## src/rtl/clt_pkg.sv

```systemverilog
// ----------------------------------------------------------------------------
// clt_pkg
// Shared widths, character codes and status codes of the command line
// tokenizer.
// ----------------------------------------------------------------------------
package clt_pkg;

  localparam int CHAR_W   = 8;
  localparam int INDEX_W  = 4;
  localparam int POS_W    = 6;
  localparam int STATUS_W = 2;

  localparam int MAX_TOKENS_DEFAULT   = 8;
  localparam int TOKEN_LENGTH_DEFAULT = 64;

  localparam logic [CHAR_W-1:0] CH_NUL    = 8'h00;
  localparam logic [CHAR_W-1:0] CH_SPACE  = 8'h20;
  localparam logic [CHAR_W-1:0] CH_QUOTE  = 8'h22;
  localparam logic [CHAR_W-1:0] CH_BSLASH = 8'h5C;

  localparam logic [STATUS_W-1:0] STATUS_OK        = 2'd0;
  localparam logic [STATUS_W-1:0] STATUS_TOO_MANY  = 2'd1;
  localparam logic [STATUS_W-1:0] STATUS_TRUNCATED = 2'd2;

endpackage

```

## src/rtl/clt_char_if.sv

```systemverilog
// ----------------------------------------------------------------------------
// clt_char_if
// Byte channel: one command line byte per transaction.
// ----------------------------------------------------------------------------
interface clt_char_if;
  import clt_pkg::*;

  logic              valid;
  logic              ready;
  logic [CHAR_W-1:0] ch;

  modport source (output valid, output ch, input ready);
  modport sink (input valid, input ch, output ready);

endinterface

```

## src/rtl/clt_token_if.sv

```systemverilog
// ----------------------------------------------------------------------------
// clt_token_if
// Result channel: one tokenizer report per transaction.
// ----------------------------------------------------------------------------
interface clt_token_if;
  import clt_pkg::*;

  logic                valid;
  logic                ready;
  logic                char_valid;
  logic [CHAR_W-1:0]   char_out;
  logic [INDEX_W-1:0]  token_index;
  logic [POS_W-1:0]    char_pos;
  logic                token_end;
  logic                line_done;
  logic [INDEX_W-1:0]  arg_count;
  logic [STATUS_W-1:0] status;

  modport source (
    output valid, output char_valid, output char_out, output token_index,
    output char_pos, output token_end, output line_done, output arg_count,
    output status, input ready
  );
  modport sink (
    input valid, input char_valid, input char_out, input token_index,
    input char_pos, input token_end, input line_done, input arg_count,
    input status, output ready
  );

endinterface

```

## src/rtl/command_line_tokenizer.sv

```systemverilog
// ----------------------------------------------------------------------------
// command_line_tokenizer
// Shell style tokenizer: command word, then spaced or quoted arguments with
// backslash escapes, one report per input byte.
// ----------------------------------------------------------------------------
// The block takes one byte per clock cycle and returns exactly one report per
// byte, in the cycle after the byte is taken. Parsing state (phase, quote and
// escape flags, token index, position, line status) updates in the cycle the
// byte is taken, and the report sits in a single output register; a new byte
// is taken whenever that register is empty or is being emptied in the same
// cycle, so a stall on the result side holds the byte side for as long. A
// zero byte ends the line, reports the argument count and status, and brings
// the parser back to its reset state.
module command_line_tokenizer #(
  parameter int MAX_TOKENS   = clt_pkg::MAX_TOKENS_DEFAULT,
  parameter int TOKEN_LENGTH = clt_pkg::TOKEN_LENGTH_DEFAULT
) (
  input logic         clk,
  input logic         rst,
  clt_char_if.sink    chars,
  clt_token_if.source tokens
);
  import clt_pkg::*;

  localparam int CNT_W = $clog2(TOKEN_LENGTH);

  localparam logic [1:0] PH_CMD     = 2'd0;
  localparam logic [1:0] PH_SKIP    = 2'd1;
  localparam logic [1:0] PH_ARG     = 2'd2;
  localparam logic [1:0] PH_DISCARD = 2'd3;

  logic [1:0]          phase, phase_next;
  logic                in_quotes, in_quotes_next;
  logic                escape_pending, escape_pending_next;
  logic [INDEX_W-1:0]  current_token, current_token_next;
  logic [CNT_W-1:0]    position, position_next;
  logic [STATUS_W-1:0] line_status, line_status_next;

  logic                accept;
  logic                arg_active, arg_quotes, store_req;
  logic                r_char_valid, r_token_end, r_line_done;
  logic [CHAR_W-1:0]   r_char;
  logic [INDEX_W-1:0]  r_index, r_count;
  logic [POS_W-1:0]    r_pos;
  logic [STATUS_W-1:0] r_status;

  assign chars.ready = !tokens.valid || tokens.ready;
  assign accept      = chars.valid && chars.ready;

  always_comb begin
    phase_next          = phase;
    in_quotes_next      = in_quotes;
    escape_pending_next = escape_pending;
    current_token_next  = current_token;
    position_next       = position;
    line_status_next    = line_status;
    arg_active          = 1'b0;
    arg_quotes          = in_quotes;
    store_req           = 1'b0;
    r_char_valid        = 1'b0;
    r_char              = '0;
    r_pos               = '0;
    r_token_end         = 1'b0;
    r_line_done         = 1'b0;
    r_count             = '0;

    if (chars.ch == CH_NUL) begin
      r_line_done = 1'b1;
      r_token_end = (phase == PH_CMD) || (phase == PH_ARG);
      r_count     = current_token;
    end else begin
      unique case (phase)
        PH_CMD: begin
          if (chars.ch == CH_SPACE) begin
            r_token_end = 1'b1;
            phase_next  = PH_SKIP;
          end else begin
            store_req = 1'b1;
          end
        end
        PH_SKIP: begin
          if (chars.ch != CH_SPACE) begin
            if (current_token >= INDEX_W'(MAX_TOKENS)) begin
              line_status_next = STATUS_TOO_MANY;
              phase_next       = PH_DISCARD;
            end else begin
              current_token_next = current_token + 1'b1;
              position_next      = '0;
              phase_next         = PH_ARG;
              if (chars.ch == CH_QUOTE) begin
                in_quotes_next = 1'b1;
              end else begin
                in_quotes_next = 1'b0;
                arg_active     = 1'b1;
                arg_quotes     = 1'b0;
              end
            end
          end
        end
        PH_ARG: begin
          arg_active = 1'b1;
        end
        default: begin
        end
      endcase
    end

    if (arg_active) begin
      priority if (chars.ch == CH_SPACE && !arg_quotes) begin
        phase_next  = PH_SKIP;
        r_token_end = 1'b1;
      end else if (chars.ch == CH_BSLASH && !escape_pending) begin
        escape_pending_next = 1'b1;
      end else if (chars.ch == CH_QUOTE && !escape_pending) begin
        in_quotes_next = 1'b0;
        phase_next     = PH_SKIP;
        r_token_end    = 1'b1;
      end else begin
        store_req           = 1'b1;
        escape_pending_next = 1'b0;
      end
    end

    if (store_req) begin
      if (position_next < CNT_W'(TOKEN_LENGTH - 1)) begin
        r_char_valid  = 1'b1;
        r_char        = chars.ch;
        r_pos         = POS_W'(position_next);
        position_next = position_next + 1'b1;
      end else if (line_status_next == STATUS_OK) begin
        line_status_next = STATUS_TRUNCATED;
      end
    end

    r_index  = current_token_next;
    r_status = line_status_next;

    if (r_line_done) begin
      phase_next          = PH_CMD;
      in_quotes_next      = 1'b0;
      escape_pending_next = 1'b0;
      current_token_next  = '0;
      position_next       = '0;
      line_status_next    = STATUS_OK;
    end
  end

  always_ff @(posedge clk) begin
    if (rst) begin
      phase          <= PH_CMD;
      in_quotes      <= 1'b0;
      escape_pending <= 1'b0;
      current_token  <= '0;
      position       <= '0;
      line_status    <= STATUS_OK;
      tokens.valid   <= 1'b0;
    end else begin
      if (accept) begin
        phase          <= phase_next;
        in_quotes      <= in_quotes_next;
        escape_pending <= escape_pending_next;
        current_token  <= current_token_next;
        position       <= position_next;
        line_status    <= line_status_next;
        tokens.valid   <= 1'b1;
      end else if (tokens.ready) begin
        tokens.valid <= 1'b0;
      end
    end
  end

  always_ff @(posedge clk) begin
    if (accept) begin
      tokens.char_valid  <= r_char_valid;
      tokens.char_out    <= r_char;
      tokens.token_index <= r_index;
      tokens.char_pos    <= r_pos;
      tokens.token_end   <= r_token_end;
      tokens.line_done   <= r_line_done;
      tokens.arg_count   <= r_count;
      tokens.status      <= r_status;
    end
  end

  assert property (@(posedge clk) disable iff (rst)
    accept && chars.ch == CH_NUL |=> tokens.valid && tokens.line_done)
    else $error("line end byte did not produce a line_done report");

  assert property (@(posedge clk) disable iff (rst)
    accept && chars.ch == CH_NUL |=>
      phase == PH_CMD && current_token == '0 && position == '0 &&
      line_status == STATUS_OK && !escape_pending && !in_quotes)
    else $error("parser state not cleared after line end");

  assert property (@(posedge clk) disable iff (rst)
    current_token <= INDEX_W'(MAX_TOKENS))
    else $error("token index beyond argument limit");

  assert property (@(posedge clk) disable iff (rst)
    tokens.valid && (tokens.line_done || tokens.status == STATUS_TOO_MANY) |->
      !tokens.char_valid)
    else $error("character stored on line end or after argument overflow");

endmodule

```

## src/flat_wrapper.sv

```systemverilog
// flat-port wrapper written by rule: the top's interface ports become plain ports
module command_line_tokenizer_flat import clt_pkg::*;
#(
  parameter int MAX_TOKENS   = clt_pkg::MAX_TOKENS_DEFAULT,
  parameter int TOKEN_LENGTH = clt_pkg::TOKEN_LENGTH_DEFAULT
)
  (clk, rst, chars_valid, chars_ch, chars_ready, tokens_valid, tokens_char_valid, tokens_char_out, tokens_token_index, tokens_char_pos, tokens_token_end, tokens_line_done, tokens_arg_count, tokens_status, tokens_ready);
  clt_char_if chars_i ();
  clt_token_if tokens_i ();
  input logic clk;
  input logic rst;
  input wire logic [$bits(chars_i.valid)-1:0] chars_valid;
  input wire logic [$bits(chars_i.ch)-1:0] chars_ch;
  output wire logic [$bits(chars_i.ready)-1:0] chars_ready;
  output wire logic [$bits(tokens_i.valid)-1:0] tokens_valid;
  output wire logic [$bits(tokens_i.char_valid)-1:0] tokens_char_valid;
  output wire logic [$bits(tokens_i.char_out)-1:0] tokens_char_out;
  output wire logic [$bits(tokens_i.token_index)-1:0] tokens_token_index;
  output wire logic [$bits(tokens_i.char_pos)-1:0] tokens_char_pos;
  output wire logic [$bits(tokens_i.token_end)-1:0] tokens_token_end;
  output wire logic [$bits(tokens_i.line_done)-1:0] tokens_line_done;
  output wire logic [$bits(tokens_i.arg_count)-1:0] tokens_arg_count;
  output wire logic [$bits(tokens_i.status)-1:0] tokens_status;
  input wire logic [$bits(tokens_i.ready)-1:0] tokens_ready;
  assign chars_i.valid = chars_valid;
  assign chars_i.ch = chars_ch;
  assign chars_ready = chars_i.ready;
  assign tokens_valid = tokens_i.valid;
  assign tokens_char_valid = tokens_i.char_valid;
  assign tokens_char_out = tokens_i.char_out;
  assign tokens_token_index = tokens_i.token_index;
  assign tokens_char_pos = tokens_i.char_pos;
  assign tokens_token_end = tokens_i.token_end;
  assign tokens_line_done = tokens_i.line_done;
  assign tokens_arg_count = tokens_i.arg_count;
  assign tokens_status = tokens_i.status;
  assign tokens_i.ready = tokens_ready;
  command_line_tokenizer #(.MAX_TOKENS(MAX_TOKENS), .TOKEN_LENGTH(TOKEN_LENGTH)) u_core (.clk(clk), .rst(rst), .chars(chars_i), .tokens(tokens_i));
endmodule
```

## config.mk

```make
export PLATFORM = sky130hd
export DESIGN_NAME = command_line_tokenizer_flat
export DESIGN_NICKNAME = d
export VERILOG_FILES = /design/src/rtl/clt_pkg.sv /design/src/rtl/clt_char_if.sv /design/src/rtl/clt_token_if.sv /design/src/rtl/command_line_tokenizer.sv /design/src/flat_wrapper.sv
export SDC_FILE = /design/constraint.sdc
export NUM_CORES = 1
export LEC_CHECK = 0
export BUFFER_PORTS_ARGS = -buffer_cell sky130_fd_sc_hd__clkbuf_2
export CORE_ASPECT_RATIO = 1.5
export CORE_MARGIN = 5
export CORE_UTILIZATION = 45
export CTS_CLUSTER_SIZE = 28
export DETAILED_ROUTE_END_ITERATION = 6
export GPL_TIMING_DRIVEN = 0
export MAX_ROUTING_LAYER = met4
export PLACE_DENSITY = 0.67
export SYNTH_ARGS = -nofsm -noshare
export SYNTH_HDL_FRONTEND = slang
export SYNTH_SLANG_ARGS = --single-unit
```

## constraint.sdc

```tcl
create_clock -name clk -period 7.8 [get_ports clk]
set_clock_uncertainty 0.15 [all_clocks]
set_input_delay 0.39 -clock clk [delete_from_list [all_inputs] [get_ports clk]]
set_output_delay 0.39 -clock clk [all_outputs]
set_load 0.01 [all_outputs]
```

==> summary.txt, run 1 <==
outcome -> completed
depth of the worst register-to-register path -> 13
first-pass GRT wire length -> 8.95 mm
IO Port Bufs -> 39
most frequent cell after synthesis -> edfxtp_1
CP Launch Type -> flop
Total Routing Usage GR -> 17.8%
H-tree depth -> 2
largest net degree at the start of global routing -> 37
Worst Path Arrival -> 3.41 ns
WP depth -> 13
Cell Pwr Density -> 176 nW/µm²
min-delay src -> chars_valid
sequential share of the synthesized area -> 49.2%
fin crit share -> 45.0%
I/O Pins -> 41
Die Wd -> 68.9 µm
initial core utilization -> 46.0%
layout cells sized above 1 -> 24.4%
slowest CP cell -> clkbuf_1
final count of pins violating max slew -> 0
cell family with most CP delay -> simple AND/OR/NAND/NOR gates
final setup TNS -> 0 ns
Worst setup EP type -> flop
crit path kind -> reg2reg
via count -> 1940
Required @ worst endpoint -> 7.70 ns
Num CTS Buffers -> 5
Vias/cell -> 5.74
Clk pin slew, worst setup/hold paths -> 0.08 ns
Diodes inserted -> 0
CTS tree -> built
worst-skew pair later-pin latency -> 0.30 ns
Max-cap violations -> 0
flop-to-flop setup slack -> 4.29 ns
Syn. warnings -> 0
number of hold buffers added after cts -> 0
clock sink count -> 44
Initial DRC Count -> 172
Synth Register Bits -> 44
core area -> 5080 µm²
worst min path class -> in2reg
Mapped Area -> 2340 µm²
Remaining DRCs -> 0
synth cell count leaders -> edfxtp_1, dfxtp_1, nand2_1, and2_1, a21oi_1
post-route ant nets -> 0
crit path time final -> 3.51 ns
Nets -> 287
Critical Path Fanout Max -> 10
row count -> 32
Most Frequent Cell on Critical Path -> and2_1
height of the die -> 98.3 µm
worst vdd ir -> 0.0000718 V
Leak -> 0.00108 µW
# setup viols final -> 0
Post-Syn Nets -> 241
Buffers & Inverters on Critical Path -> 4
top_reg_cell synth -> edfxtp_1
drt pass-1 iters -> 5
FFs w/ async S/R, synth -> 0%
r2r startpoint -> u_core.phase[1]$_SDFFE_PP0P_
cts repair resizes -> 0
WL final -> 5.41 mm
Avg Synthesized Cell Area -> 10.5 µm²
post-synth cell types -> 57
Slew HR -> 42.6%
Worst-Margin Slew -> 0.860 ns
total power -> 482 µW
clock tree buffer depth -> 2
CP max stage delay -> 0.39 ns
final hold vios -> 0
GPL Wtd Cong -> 0.880
Reg-to-Reg End -> u_core.tokens.char_out[5]$_SDFFCE_PN0P_
Clock Tree Root -> clkbuf_8
number of global-route vias before repair -> 1897
Yosys top cell by area -> edfxtp_1
share of the synthesized area in the top cell type -> 34.6%
fmax -> 0.285 GHz
Post-Synthesis Cells -> 223
FILL cells -> 465
HPWL after DPL -> 3.93 mm
initial antenna violation count -> 0
die area -> 6770 µm²
Worst Hold Path Cells -> 3
RSZ-0062 raised after global routing -> no
GRT Residual Overflow -> 0
largest cells by area after synthesis -> edfxtp_1, dfxtp_1, and2_1
Worst Hold End -> u_core.tokens.valid$_SDFFE_PP0P_
multi-input logic area -> 1090 µm²
area grow syn2layout -> 17.2%
Setup Buffers After CTS -> 0
Routed WL per cell -> 16.0 µm
crit path cell chain -> inv_1 -> ha_1 -> and2b_1 -> o21ai_2 -> clkbuf_1 -> and2_1 -> ha_1 -> and2_1 -> nand3_1 -> and3_1 -> buf_6 -> buf_6 -> and2_1
Sequential Area -> 1150 µm²
number of synthesized flops with an enable pin -> 27
[kinds of logic after synthesis]
kind of cell | synth area share, %
simple gates | 24.1
buf+inv | 4.28
compound gates | 18.1
mux | 0.481
xor+xnor | 0.748
flops | 49.2
fa+ha+maj | 3.21
[layer usage]
metal / up-vias / GRT usage [%] / wire [µm]
met4: 0 / 8.41 / 162
li1: 939 / - / -
met3: 18 / 3.80 / 358
met1: 900 / 20.8 / 2060
met5: - / - / 0
met2: 83 / 28.2 / 2820
[power breakdown]
| part | leakage [µW] | internal [µW] | switching [µW] |
|---|---|---|---|
| logic | 0.000615 | 14.7 | 27.0 |
| clock network | 0.0000614 | 105 | 77.1 |
| registers | 0.000404 | 256 | 2.94 |
[through the flow]
stage                     cells  worst slack, ns  hold WS [ns]  utilization (%)  cell area (µm²)
final                       338             4.29         0.171             54.0             2740
after global placement      330             4.16         0.343             51.6             2620
after global routing        338             4.09         0.191             54.0             2740
after detailed placement    330             4.10         0.351             51.6             2620
after CTS                   338             4.35         0.163             54.0             2740
after floorplan             223             4.68         0.315                -             2340
[final cells by class]
class	count	area share (%)
Buffer	11	2.46
Clock buffer	6	3.01
Clock inverter	2	1.41
Inverter	9	1.23
Multi-Input combinational cell	159	39.7
Sequential cell	44	42.0
Tap cell	68	3.10
Timing Repair Buffer	39	7.11
[worst reg2reg max path, cell delays in order (launching register included)]
cell and delay [ns]:
dfxtp_1 0.38, inv_1 0.09, ha_1 0.29, and2b_1 0.30
o21ai_2 0.19, clkbuf_1 0.39, and2_1 0.19, ha_1 0.28
and2_1 0.19, nand3_1 0.14, and3_1 0.25, buf_6 0.13
buf_6 0.14, and2_1 0.16
[state kept, by name, indices dropped and copies added, names as in the netlist, 4 cells and up]
name	count
u_core.tokens.arg_count	4
u_core.tokens.char_pos	6
u_core.tokens.char_out	8
u_core.tokens.token_index	4
u_core.position	6
u_core.current_token	4
[how the worst max path moves through the flow]
stage / start / end / slack [ns]
after floorplan: chars_ch[6] / u_core.tokens.char_out[0]$_SDFFCE_PN0P_ / 4.68
after global placement: chars_ch[6] / u_core.tokens.char_out[4]$_SDFFCE_PN0P_ / 4.16
after detailed placement: chars_ch[6] / u_core.tokens.char_out[0]$_SDFFCE_PN0P_ / 4.10
after CTS: u_core.phase[1]$_SDFFE_PP0P_ / u_core.tokens.char_out[0]$_SDFFCE_PN0P_ / 4.35
after global routing: u_core.phase[1]$_SDFFE_PP0P_ / u_core.tokens.char_out[6]$_SDFFCE_PN0P_ / 4.09
final: u_core.phase[1]$_SDFFE_PP0P_ / u_core.tokens.char_out[5]$_SDFFCE_PN0P_ / 4.29
[cell usage in the layout (no fill, tap or decap), types with 7 or more instances in the layout]
master / instances
a21oi_1: 13
clkbuf_2: 40
and2_1: 15
edfxtp_1: 27
o21ai_0: 8
nand2_1: 17
nor2_1: 9
nor3_1: 9
nand3_1: 7
dfxtp_1: 17
nand4_1: 7
inv_1: 9
and3_1: 9
Note: power is estimated with default switching activity, not from simulation.
==> run 2: changes to the inputs <==
clock period = 3.6 ns   (was 7.8 ns; I/O delays follow)
==> run 2 against run 1 <==
Effect of this change: via count rose by 0.31%; critical path type unchanged; largest cell class unchanged; clock power rose by 120%; utilization increased by 0.22 points; wire length rose by 0.54%; total power grew 120%.
==> summary.txt, run 2 (same netlist as run 1, synthesis figures left out) <==
Remaining DRCs -> 0
Max-cap violations -> 0
drt pass-1 iters -> 4
Clk pin slew, worst setup/hold paths -> 0.08 ns
initial core utilization -> 46.0%
crit path kind -> reg2reg
slowest CP cell -> dfxtp_1
core area -> 5080 µm²
Int Pwr -> 813 µW
number of global-route vias before repair -> 1910
Clock Tree Root -> clkbuf_8
area grow syn2layout -> 17.7%
Slew HR -> 42.1%
Worst setup EP type -> flop
largest net degree at the start of global routing -> 37
hold_ws -> 0.0442 ns
Required @ worst endpoint -> 3.50 ns
initial antenna violation count -> 0
outcome -> completed
fmax -> 0.297 GHz
met1 WL -> 2.14 mm
clock sink count -> 44
post-route ant nets -> 0
worst vdd ir -> 0.000156 V
worst min path class -> in2reg
commonest non-fill, non-tap cells in the layout -> clkbuf_2, edfxtp_1, nand2_1, dfxtp_1, and2_1
H-tree depth -> 2
row count -> 32
# setup viols final -> 0
routed wl met2 -> 2.80 mm
most common cell after layout, fill and taps aside -> clkbuf_2
Total Routing Usage GR -> 17.8%
HPWL after DPL -> 3.93 mm
Inst Count DP -> 330
fin cells -> 339
routed wl met3 -> 374 µm
crit path cell chain -> inv_1 -> ha_1 -> and2b_1 -> o21ai_2 -> clkbuf_2 -> and2_1 -> ha_1 -> and2_1 -> nand3_1 -> and3_1 -> buf_6 -> buf_6 -> and2_1
max FFs per register -> 8
sequential share of power -> 53.6%
Num CTS Buffers -> 5
RSZ-0062 raised after global routing -> no
via count -> 1946
biggest regs -> u_core.tokens.char_out (8), u_core.position (6), u_core.tokens.char_pos (6)
Routed WL per cell -> 16.0 µm
final hold vios -> 0
Cell Pwr Density -> 379 nW/µm²
final setup TNS -> 0 ns
CP Launch Type -> flop
fin crit share -> 93.5%
Critical Path Fanout Max -> 10
height of the die -> 98.3 µm
GPL Wtd Cong -> 0.880
final count of pins violating max slew -> 0
clock share of power -> 37.7%
layout cells sized above 1 -> 24.7%
Initial DRC Count -> 168
crit path time final -> 3.36 ns
CP max stage delay -> 0.38 ns
worst-skew pair later-pin latency -> 0.30 ns
Worst Path Arrival -> 3.26 ns
I/O Pins -> 41
WL final -> 5.44 mm
utilization after layout -> 54.2%
Die Wd -> 68.9 µm
Vias/cell -> 5.74
Nets -> 288
GRT Residual Overflow -> 0
Diodes inserted -> 0
Most Frequent Cell on Critical Path -> and2_1
IO Port Bufs -> 39
Buffers & Inverters on Critical Path -> 4
Worst-Margin Slew -> 0.869 ns
die area -> 6770 µm²
first-pass GRT wire length -> 8.97 mm
Leak -> 0.00109 µW
Switching Share -> 22.2%
CTS tree -> built
clock tree buffer depth -> 2
cell family with most CP delay -> simple AND/OR/NAND/NOR gates
Combinational Power Share -> 8.7%
top sig layer -> met4
Largest Register -> u_core.tokens.char_out
net switching power -> 232 µW
==> run 2: cell count changes in the layout (fill, tap and decap cells not counted) <==
cell and change:
clkbuf_1 -1, clkbuf_2 +1, dlygate4sd3_1 +1
==> run 2: metal layers <==
layer | GRT usage [%] | up-vias
met2 | 28.2 | 79
met3 | 3.80 | 15
met4 | 8.41 | 0
met1 | 20.9 | 908
met5 | - | -
li1 | - | 944
==> run 2: final cells by class <==
class	count	area [µm²]
Buffer	11	68.8
Clock buffer	6	82.6
Clock inverter	2	38.8
Fill cell	462	2330
Inverter	9	33.8
Multi-Input combinational cell	159	1090
Sequential cell	44	1150
Tap cell	68	85.1
Timing Repair Buffer	40	205
==> run 2: stage by stage <==
step                total power (µW)  instance area, µm²  setup WS, ns
floorplan                        624                2340         0.690
global placement                 661                2620         0.166
detailed placement               663                2620         0.112
CTS                             1060                2750         0.148
global route                    1090                2760        0.0282
finish                          1050                2760         0.235
==> run 2: worst paths after layout <==
kind	startpoint	end	slack [ns]	cells past startpoint
worst min register to register	u_core.position[3]$_SDFFE_PP0P_	u_core.position[3]$_SDFFE_PP0P_	0.37	2
worst max register to register	u_core.phase[1]$_SDFFE_PP0P_	u_core.tokens.char_out[5]$_SDFFCE_PN0P_	0.24	13
worst max-delay path	u_core.phase[1]$_SDFFE_PP0P_	u_core.tokens.char_out[5]$_SDFFCE_PN0P_	0.24	13
worst min-delay path	tokens_ready	u_core.tokens.valid$_SDFFE_PP0P_	0.04	3
==> run 2: worst reg2reg max path, delay by kind of cell, from the launching register on <==
kind                       cells  cell delay (ns)
and+or+nand+nor                6             1.20
DFF                            1             0.38
buffers and inverters          4             0.65
AOI/OAI and AO/OA              1             0.18
adders and majority gates      2             0.57
==> run 2: power groups by stage <==
stage,clock (µW),combinational (µW),sequential (µW)
after CTS,405,91.7,561
after floorplan,0,43.0,581
final,394,91.2,560
after global placement,0,89.1,572
after global routing,430,101,563
after detailed placement,0,90.3,572
==> run 2: timing repair <==
| action | in CTS | in global routing |
|---|---|---|
| setup endpoints to repair | 0 | 7 |
| hold endpoints to repair | 1 | 0 |
| hold buffers | 1 | 0 |
| setup buffers | 0 | 0 |
| resized for setup | 0 | 2 |
==> run 3: changes to the inputs <==
GPL_ROUTABILITY_DRIVEN = 0   (was not set)
PLACE_DENSITY = not set   (was 0.67)
PLACE_DENSITY_LB_ADDON = 0.15   (was not set)
==> run 3 against run 2 <==
Effect of this change: sequential power hardly changed; combinational power is 1% lower; final area down 0.23%; fmax grew 1.5%; die area unchanged; via count shrank 1.3%; utilization fell by 0.12 points; largest cell class unchanged.
==> summary.txt, run 3 (same netlist as run 1, synthesis figures left out) <==
multi-input logic area -> 1090 µm²
Diodes inserted -> 0
WL final -> 5.36 mm
clock sink count -> 44
Max-cap violations -> 0
Remaining DRCs -> 0
Sequential Area -> 1150 µm²
Num CTS Buffers -> 5
worst min path class -> in2reg
post-route ant nets -> 0
Vias/cell -> 5.66
layout cells sized above 1 -> 24.7%
final setup TNS -> 0 ns
drt pass-1 iters -> 4
crit path kind -> reg2reg
outcome -> completed
height of the die -> 98.3 µm
HPWL after DPL -> 3.97 mm
commonest non-fill, non-tap cells in the layout -> clkbuf_2, edfxtp_1, nand2_1, dfxtp_1, and2_1
IO Port Bufs -> 39
Initial DRC Count -> 103
largest net degree at the start of global routing -> 37
Critical Path Fanout Max -> 10
fin crit share -> 92.1%
crit path time final -> 3.31 ns
worst-skew pair later-pin latency -> 0.30 ns
via count -> 1920
die area -> 6770 µm²
Largest Register -> u_core.tokens.char_out
# setup viols final -> 0
Final Cell Area -> 2750 µm²
Clock Tree Root -> clkbuf_8
Routed WL per cell -> 15.8 µm
RSZ-0062 raised after global routing -> no
first-pass GRT wire length -> 8.53 mm
met3 layer usage reported by global route -> 2.99%
biggest regs -> u_core.tokens.char_out (8), u_core.position (6), u_core.tokens.char_pos (6)
Total Routing Usage GR -> 17.2%
final hold vios -> 0
Cell Pwr Density -> 379 nW/µm²
clock tree buffer depth -> 2
Leak -> 0.00108 µW
row count -> 32
hold_ws -> 0.0498 ns
initial core utilization -> 46.0%
Nets -> 288
core area -> 5080 µm²
M1 GR Usage -> 18.1%
Clk pin slew, worst setup/hold paths -> 0.09 ns
GR met2 Demand/Resource -> 29.9%
FILL cells -> 481
worst vdd ir -> 0.000178 V
Required @ worst endpoint -> 3.52 ns
final count of pins violating max slew -> 0
Slew HR -> 44.3%
grt peak-use layer -> met2
max FFs per register -> 8
GRT Residual Overflow -> 0
Placed Area -> 2620 µm²
number of global-route vias before repair -> 1893
initial antenna violation count -> 0
Die Wd -> 68.9 µm
I/O Pins -> 41
Worst Path Arrival -> 3.23 ns
H-tree depth -> 2
most common cell after layout, fill and taps aside -> clkbuf_2
area grow syn2layout -> 17.4%
Worst setup EP type -> flop
fmax -> 0.302 GHz
CTS tree -> built
CP Launch Type -> flop
Worst-Margin Slew -> 0.836 ns
[run 3: cell types whose count changed in the layout (fill, tap and decap cells not counted), sizes merged]
cell / delta
inv: +1
clkinvlp: +1
clkbuf: -1
clkinv: -1
[run 3: worst max-delay path: stages, from the launching register on]
cell,delay [ns]
dfxtp_1,0.38
inv_1,0.09
ha_1,0.29
and2b_1,0.29
o21ai_2,0.18
clkbuf_2,0.27
and2_1,0.15
ha_1,0.28
and2_1,0.19
nand3_1,0.14
and3_1,0.24
buf_6,0.13
buf_6,0.13
and2_1,0.15
[run 3: per-stage QoR]
stage	total power, µW	cells	util (%)	worst slack [ns]
after floorplan	624	223	-	0.690
after global routing	1080	339	54.1	0.115
after global placement	662	330	51.6	0.140
after detailed placement	662	330	51.6	0.162
after CTS	1050	339	54.0	0.213
final	1040	339	54.1	0.286
[run 3: path summary, 6_finish.rpt]
path / to / from / slack [ns] / depth (start not counted)
setup / recovery: u_core.tokens.char_out[4]$_SDFFCE_PN0P_ / u_core.phase[1]$_SDFFE_PP0P_ / 0.29 / 13
hold / removal: u_core.tokens.valid$_SDFFE_PP0P_ / tokens_ready / 0.05 / 3
setup reg to reg: u_core.tokens.char_out[4]$_SDFFCE_PN0P_ / u_core.phase[1]$_SDFFE_PP0P_ / 0.29 / 13
hold reg to reg: u_core.line_status[0]$_SDFFE_PP0P_ / u_core.line_status[0]$_SDFFE_PP0P_ / 0.36 / 2
[run 3: repair_timing]
action,CTS,global route
setup buffers,0,0
gates resized for setup,0,2
hold buffers,1,0
hold endpoints to repair,1,0
endpoints found under the setup margin,0,3
[run 3: area by class of cell]
class | count | area share [%]
sequential | 44 | 41.9
buffer | 11 | 2.50
timing repair buffer | 40 | 7.46
inverter | 9 | 1.23
clock buffer | 5 | 2.50
multi-input combinational | 159 | 39.6
clock inverter | 3 | 1.68
tap | 68 | 3.10
[run 3: per-layer routing]
layer | vias to the layer above | share of wire (%)
li1 | 947 | -
met1 | 908 | 40
met2 | 54 | 53
met3 | 11 | 4.4
met4 | 0 | 2.7
met5 | - | 0
[run 3: report_power, final]
group | switching [µW] | leakage [µW] | total, µW | internal (µW)
Combinational | 57.5 | 0.000621 | 90.0 | 32.5
Sequential | 6.55 | 0.000404 | 560 | 554
Clock | 182 | 0.0000548 | 391 | 209
